## config.mk

```make
export PLATFORM = sky130hd
export DESIGN_NAME = char_lcd_write_busy_poll
export DESIGN_NICKNAME = d
export VERILOG_FILES = /design/src/hdl/lcdw_pkg.sv /design/src/hdl/char_lcd_write_busy_poll.sv /design/src/hdl/lcdw_seq.sv /design/src/hdl/lcdw_obuf.sv
export SDC_FILE = /design/constraint.sdc
export NUM_CORES = 1
export LEC_CHECK = 0
export BUFFER_PORTS_ARGS = -buffer_cell sky130_fd_sc_hd__buf_2
export CAP_MARGIN = 20
export CORE_UTILIZATION = 25
export CTS_BUF_LIST = sky130_fd_sc_hd__clkbuf_8
export DETAILED_ROUTE_END_ITERATION = 10
export PLACE_DENSITY = 0.54
export SLEW_MARGIN = 30
export SYNTH_ARGS = -nofsm -noshare
export SYNTH_HDL_FRONTEND = slang
export SYNTH_SLANG_ARGS = --single-unit
```

## constraint.sdc

```tcl
create_clock -name clock -period 6.8 [get_ports clock]
set_input_delay 0.68 -clock clock [delete_from_list [all_inputs] [get_ports clock]]
set_output_delay 0.68 -clock clock [all_outputs]
set_load 0.02 [all_outputs]
```

## src/hdl/lcdw_pkg.sv

```systemverilog
// Shared types, codes and helpers for the character LCD write sequencer.
// No dependencies; imported by every module of the block.
`default_nettype none
package lcdw_pkg;

   localparam int unsigned BYTE_W   = 8;
   localparam int unsigned CSR_IW   = 2;
   localparam int unsigned REQ_DW   = 16;
   localparam int unsigned REQ_UW   = 2;
   localparam int unsigned RSP_DW   = 16;

   localparam logic [BYTE_W-1:0] WRITE_TICKS_RST = 8'd20;
   localparam logic [BYTE_W-1:0] READ_TICKS_RST  = 8'd10;
   localparam logic [BYTE_W-1:0] TICK_MAX        = 8'hFF;

   typedef enum logic [CSR_IW-1:0] {
      CSR_WRITE_TICKS = 2'd0,
      CSR_READ_TICKS  = 2'd1,
      CSR_REVERSE     = 2'd2
   } lcdw_csr_type;

   typedef enum logic [3:0] {
      PH_IDLE  = 4'b0001,
      PH_WRITE = 4'b0010,
      PH_GAP   = 4'b0100,
      PH_READ  = 4'b1000
   } lcdw_phase_type;

   typedef struct packed {
      logic              ready_res;
      logic              drive_bus;
      logic [BYTE_W-1:0] pin_data;
      logic              pin_en;
      logic              pin_rw;
      logic              pin_rs;
   } lcdw_res_type;

   function automatic logic [BYTE_W-1:0] flip8(input logic [BYTE_W-1:0] v);
      logic [BYTE_W-1:0] r;
      for (int i = 0; i < BYTE_W; i++) begin
         r[i] = v[BYTE_W-1-i];
      end
      return r;
   endfunction

endpackage
`default_nettype wire

```

## src/hdl/char_lcd_write_busy_poll.sv

```systemverilog
// Top level of the character LCD write sequencer with busy-flag polling.
// Depends on lcdw_pkg, lcdw_seq and lcdw_obuf.
//
// Every accepted item is one tick of the LCD pin sequencer and gives exactly one
// result: the rs/rw/en/data pin levels after that tick plus a ready flag. An item
// is sequenced combinationally into a two-entry result buffer, so one
// item is accepted per cycle while the result side keeps up; req_tready only drops
// when both buffer entries hold results not yet taken. Write requests arriving
// outside idle are treated as plain ticks. Configuration is written by index
// (0 write pulse ticks, 1 read pulse ticks, 2 bit reversal) while no item is in
// flight.
`default_nettype none
module char_lcd_write_busy_poll
   import lcdw_pkg::*;
(
   input  wire logic              clock,
   input  wire logic              reset,
   input  wire logic              csr_we,
   input  wire logic [CSR_IW-1:0] csr_addr,
   input  wire logic [BYTE_W-1:0] csr_wdata,
   input  wire logic              req_tvalid,
   output logic                   req_tready,
   input  wire logic [REQ_DW-1:0] req_tdata,   // write_byte[7:0], busy_pin[8], zero pad
   input  wire logic [REQ_UW-1:0] req_tuser,   // opcode[0], is_data[1]
   output logic                   rsp_tvalid,
   input  wire logic              rsp_tready,
   output logic [RSP_DW-1:0]      rsp_tdata    // pin_rs, pin_rw, pin_en, pin_data[10:3],
                                               // drive_bus, ready_res, zero pad
);

   logic         step;
   lcdw_res_type seq_res, out_res;

   assign step = req_tvalid & req_tready;

   lcdw_seq u_seq (
      .clock      (clock),
      .reset      (reset),
      .csr_we     (csr_we),
      .csr_addr   (csr_addr),
      .csr_wdata  (csr_wdata),
      .step       (step),
      .opcode     (req_tuser[0]),
      .is_data    (req_tuser[1]),
      .write_byte (req_tdata[BYTE_W-1:0]),
      .busy_pin   (req_tdata[BYTE_W]),
      .res        (seq_res)
   );

   lcdw_obuf u_obuf (
      .clock     (clock),
      .reset     (reset),
      .push      (step),
      .push_res  (seq_res),
      .space     (req_tready),
      .out_valid (rsp_tvalid),
      .out_ready (rsp_tready),
      .out_res   (out_res)
   );

   assign rsp_tdata = {3'b000, out_res};

   a_bus_released : assert property (@(posedge clock) disable iff (reset)
      (rsp_tvalid && !out_res.drive_bus) |-> (out_res.pin_data == '0 && out_res.pin_rw))
      else $error("data bus not released while undriven");

   a_idle_pins : assert property (@(posedge clock) disable iff (reset)
      (rsp_tvalid && out_res.ready_res) |-> (!out_res.pin_en && !out_res.drive_bus))
      else $error("enable or bus driven while idle");

   a_stall_full : assert property (@(posedge clock) disable iff (reset)
      !req_tready |-> rsp_tvalid)
      else $error("input stalled with empty result register");

endmodule
`default_nettype wire

```

## src/hdl/lcdw_seq.sv

```systemverilog
// Pin sequencer: configuration registers, phase/tick state and pin levels per item.
// Depends on lcdw_pkg.
`default_nettype none
module lcdw_seq
   import lcdw_pkg::*;
(
   input  wire logic                  clock,
   input  wire logic                  reset,
   input  wire logic                  csr_we,
   input  wire logic [CSR_IW-1:0]     csr_addr,
   input  wire logic [BYTE_W-1:0]     csr_wdata,
   input  wire logic                  step,
   input  wire logic                  opcode,
   input  wire logic                  is_data,
   input  wire logic [BYTE_W-1:0]     write_byte,
   input  wire logic                  busy_pin,
   output lcdw_res_type               res
);

   logic [BYTE_W-1:0] wr_ticks_ff, rd_ticks_ff;
   logic              reverse_ff;
   lcdw_phase_type    phase_ff, phase_in;
   logic [BYTE_W-1:0] tick_ff, tick_in, tick_inc;
   logic              rs_ff, rs_in;
   logic [BYTE_W-1:0] byte_ff, byte_in;

   always_ff @(posedge clock) begin
      if (reset) begin
         wr_ticks_ff <= WRITE_TICKS_RST;
         rd_ticks_ff <= READ_TICKS_RST;
         reverse_ff  <= 1'b1;
      end else if (csr_we) begin
         unique case (csr_addr)
            CSR_WRITE_TICKS: wr_ticks_ff <= csr_wdata;
            CSR_READ_TICKS:  rd_ticks_ff <= csr_wdata;
            CSR_REVERSE:     reverse_ff  <= csr_wdata[0];
            default: ;
         endcase
      end
   end

   assign tick_inc = (tick_ff == TICK_MAX) ? tick_ff : tick_ff + 8'd1;

   always_comb begin
      phase_in      = phase_ff;
      tick_in       = tick_ff;
      rs_in         = rs_ff;
      byte_in       = byte_ff;
      res.pin_rs    = 1'b0;
      res.pin_rw    = 1'b1;
      res.pin_en    = 1'b0;
      res.pin_data  = '0;
      res.drive_bus = 1'b0;
      unique case (phase_ff)
         PH_IDLE: begin
            if (opcode) begin
               rs_in         = is_data;
               byte_in       = reverse_ff ? flip8(write_byte) : write_byte;
               phase_in      = PH_WRITE;
               tick_in       = '0;
               res.pin_rs    = is_data;
               res.pin_rw    = 1'b0;
               res.pin_en    = 1'b1;
               res.drive_bus = 1'b1;
               res.pin_data  = byte_in;
            end
         end
         PH_WRITE: begin
            tick_in       = tick_inc;
            res.pin_rs    = rs_ff;
            res.pin_rw    = 1'b0;
            res.drive_bus = 1'b1;
            res.pin_data  = byte_ff;
            if (tick_inc >= wr_ticks_ff) begin
               phase_in = PH_GAP;
            end else begin
               res.pin_en = 1'b1;
            end
         end
         PH_GAP: begin
            phase_in   = PH_READ;
            tick_in    = '0;
            res.pin_en = 1'b1;
         end
         PH_READ: begin
            tick_in = tick_inc;
            if (tick_inc >= rd_ticks_ff) begin
               phase_in = busy_pin ? PH_GAP : PH_IDLE;
            end else begin
               res.pin_en = 1'b1;
            end
         end
         default: phase_in = PH_IDLE;
      endcase
      res.ready_res = (phase_in == PH_IDLE);
   end

   always_ff @(posedge clock) begin
      if (reset) begin
         phase_ff <= PH_IDLE;
         tick_ff  <= '0;
         rs_ff    <= 1'b0;
         byte_ff  <= '0;
      end else if (step) begin
         phase_ff <= phase_in;
         tick_ff  <= tick_in;
         rs_ff    <= rs_in;
         byte_ff  <= byte_in;
      end
   end

endmodule
`default_nettype wire

```

## src/hdl/lcdw_obuf.sv

```systemverilog
// Two-entry result buffer (output register plus skid stage).
// Depends on lcdw_pkg.
`default_nettype none
module lcdw_obuf
   import lcdw_pkg::*;
(
   input  wire logic         clock,
   input  wire logic         reset,
   input  wire logic         push,
   input  wire lcdw_res_type push_res,
   output logic              space,
   output logic              out_valid,
   input  wire logic         out_ready,
   output lcdw_res_type      out_res
);

   logic         main_vld_ff, skid_vld_ff;
   lcdw_res_type main_ff, skid_ff;
   logic         pop;

   assign pop       = main_vld_ff & out_ready;
   assign space     = ~skid_vld_ff;
   assign out_valid = main_vld_ff;
   assign out_res   = main_ff;

   always_ff @(posedge clock) begin
      if (reset) begin
         main_vld_ff <= 1'b0;
         skid_vld_ff <= 1'b0;
      end else if (skid_vld_ff) begin
         if (pop) begin
            skid_vld_ff <= 1'b0;
         end
      end else if (push) begin
         main_vld_ff <= 1'b1;
         if (main_vld_ff && !pop) begin
            skid_vld_ff <= 1'b1;
         end
      end else if (pop) begin
         main_vld_ff <= 1'b0;
      end
   end

   always_ff @(posedge clock) begin
      if (skid_vld_ff) begin
         if (pop) begin
            main_ff <= skid_ff;
         end
      end else if (push) begin
         if (!main_vld_ff || pop) begin
            main_ff <= push_res;
         end else begin
            skid_ff <= push_res;
         end
      end
   end

endmodule
`default_nettype wire

```

==> flow_metrics.tcl <==
set metrics [dict create \
    finalCriticalPeriod_ns 3.48 \
    synth_top_family_by_area "compound AO/OA/AOI/OAI gates" \
    grtUsageTotal_pct 11.3 \
    vias 2533 \
    routedWlPerCell_um 12.8 \
    synth_top_area_share_pct 23.9 \
    cts_tree "built" \
    fin_hold_ws_ns 0.477 \
    coreArea_mm2 0.0128 \
    fmax_ghz 0.287 \
    post_cts_buffers 0 \
    portBuffers 40 \
    worstPathArrival_ns 3.55 \
    synth_compound_area_share_pct 16.1 \
    ys.warnings.count 0 \
    cp.depth 9 \
    synth_commonest_cells "dfxtp_1 (40), nor2_1 (37), nand2_1 (31)" \
    fin_skew_ns 0.00782 \
    antennaDiodeCount 0 \
    fin_cells 552 \
    setup_tns_ns 0 \
    drive_gt1_share_pct 21.6 \
    synthDistinctLibCells 57 \
    gp_congestion 0.809 \
    worst_path_max_delay_cell "a2111oi_0" \
    hold_buffers 0 \
    die-area_mm2 0.0139 \
    dp_cells 536 \
    synth-edff-count 26 \
    tightest_slew_ns 0.979 \
    drc 0 \
    netlist_area_mm2 0.00335 \
    synthAdderAreaFrac_pct 6.34 \
    start_util_pct 26.1 \
    cts_resized 0 \
    synth.largest_area_cell "dfxtp_1" \
    cts_made_buffers 9 \
    clk_latency_ns 0.35 \
    n_fill_cell 1376 \
    cts.reportedPaths.clkPinSlew_ns 0.07 \
    clkSinkCount 66 \
    end_kind "flip-flop" \
    postRouteAntennaNets 0 \
    synth_area_leaders "dfxtp_1 (24%), edfxtp_1 (23%), ha_1 (6.3%)" \
    fin_area_mm2 0.00393 \
    required_ns 6.87 \
    min_period_over_period_pct 51.2 \
    hold_viol 0 \
    multiInputGateArea_mm2 0.00160 \
    synth_cells 339 \
    cp_cell_sequence "ha_1, nand2_1, or3_1, mux2_2, ha_1, a2111oi_0, a2111oi_0, or3b_4, a41oi_2" \
    critPathMaxStageDelay_ns 0.79 \
    startpoint_type "flip-flop" \
    synth-simple-area-share_pct 14.7 \
    critical_path.max_fanout 7 \
    synth-async-reset-ratio_pct 0 \
    final_max_slew_viol_count 0 \
    min_path_cells 2 \
    max_slew_margin_pct 33.0 \
    die_y_um 118 \
    final_util_pct 30.7 \
    ys_seq_area_share_pct 47.2 \
    vias_per_cell 4.59 \
    p_leak_nw 1.67 \
    ys.flop_type "dfxtp_1" \
    drt-total-wl_um 7070 \
    holdCritPathClass "flip-flop to flip-flop" \
    nNetsFinal 425 \
    rsz0062_at_grt "false" \
    die_x_um 118 \
    drtIter0Drc 170 \
    status "complete, no violations" \
    grt_overflow_total 0 \
    pin_count 51 \
    grt_antenna_before_repair 0 \
    seqCellArea_mm2 0.00158 \
    grt_start_max_net_pins 29 \
    htree_levels 3 \
    grt_pass1_wl_um 12500 \
    synth-xor-area-share_pct 0.784 \
    muxShareOfSynthArea_pct 9.14 \
    ir_worst_vdd_mv 0.0764 \
    pwr_density_cell_mw_per_mm2 239 \
    finalSetupViolCount 0 \
    worstPathBufferInverterCount 0 \
    root_buffer "clkbuf_8" \
    synth_most_common_cell "dfxtp_1" \
    syn_area_per_cell_um2 9.89 \
    first_global_vias 2587 \
    rr_worst_depth 9 \
    path_class "flip-flop to flip-flop" \
    dpl_cell_area_mm2 0.00369 \
    ys_ff_latch 66 \
    cap_violations 0 \
    dr.pass1.iters 4 \
    syn2layout_area_growth_pct 17.3 \
    rows 41 \
    crit_family "compound AO/OA/AOI/OAI gates" \
    cts.path.max_buffers 2 \
    hpwl_um 5110 \
]
[kinds of logic (layout without fill, tap and decap cells)]
logic type               after synthesis  in the layout
AO/OA/AOI/OAI                         78             78
XOR/XNOR                               3              3
adder cells (fa/ha/maj)               17             17
buffers and inverters                 43             82
flip-flops                            66             66
multiplexers                          29             29
other                                  1              3
AND/OR/NAND/NOR                      102            102
[area by class of cell]
class | count | share of cell area, %
flip-flops and latches | 66 | 40.2
well taps | 172 | 5.47
repair buffers | 42 | 5.47
clock inverters | 7 | 2.80
multi-input cells | 232 | 40.6
clock buffers | 9 | 3.15
inverters | 24 | 2.29
[final timing paths]
| kind | startpoint | to | slack, ns |
|---|---|---|---|
| worst max-delay path | u_seq.tick_ff[0] | u_obuf.out_res[2] | 3.32 |
| worst min register to register | u_seq.rs_ff | u_seq.rs_ff | 0.48 |
| worst min-delay path | u_seq.rs_ff | u_seq.rs_ff | 0.48 |
| worst max register to register | u_seq.tick_ff[0] | u_obuf.out_res[2] | 3.32 |
[layout by cell type, fill, tap and decap left out, drive strengths merged, types with 3 or more instances in the layout]
master and instances:
a2111oi 3, ha 17, nand3 7, o211ai 3
conb 3, a21oi 21, clkbuf 9, edfxtp 26
nand2b 3, o21a 3, o21ai 20, buf 42
nand3b 4, inv 25, dfxtp 40, a22o 3
mux2 13, and3 4, nor2 37, nand2 31
bufinv 3, a211oi 9, mux2i 16
[state kept, by name (all words and copies together) (netlist names)]
name / flops
u_obuf.skid_ff: 13
u_obuf.out_res: 13
u_obuf.out_valid: 1
u_seq.rs_ff: 1
u_seq.wr_ticks_ff: 8
u_seq.reverse_ff: 1
u_seq.phase_ff: 4
u_seq.byte_ff: 8
u_seq.rd_ticks_ff: 8
u_seq.tick_ff: 8
u_obuf.skid_vld_ff: 1
[power by group]
part,internal (mW),switching (mW)
clock network,0.240,0.149
logic,0.0398,0.0632
registers,0.436,0.0110
[routing by layer]
| metal | vias to the layer above | GRT usage [%] | part of all wire, % |
|---|---|---|---|
| met2 | 59 | 18.0 | 46 |
| li1 | 1279 | - | - |
| met3 | 11 | 4.46 | 5.3 |
| met5 | - | 0 | 0 |
| met4 | 0 | 2.64 | 1.1 |
| met1 | 1184 | 14.2 | 48 |
[metrics by stage]
step / total power, mW / setup WS, ns
global placement: 0.556 / 3.38
floorplan: 0.528 / 3.82
CTS: 0.955 / 3.33
finish: 0.939 / 3.32
detailed placement: 0.558 / 3.38
global route: 0.984 / 3.10
[tightest hold or removal path, cell delays in order (launching register included)]
cell	delay (ns)
dfxtp_1	0.32
nand2_1	0.05
a21oi_1	0.06
No activity file was read; power rests on OpenSTA's default activity.
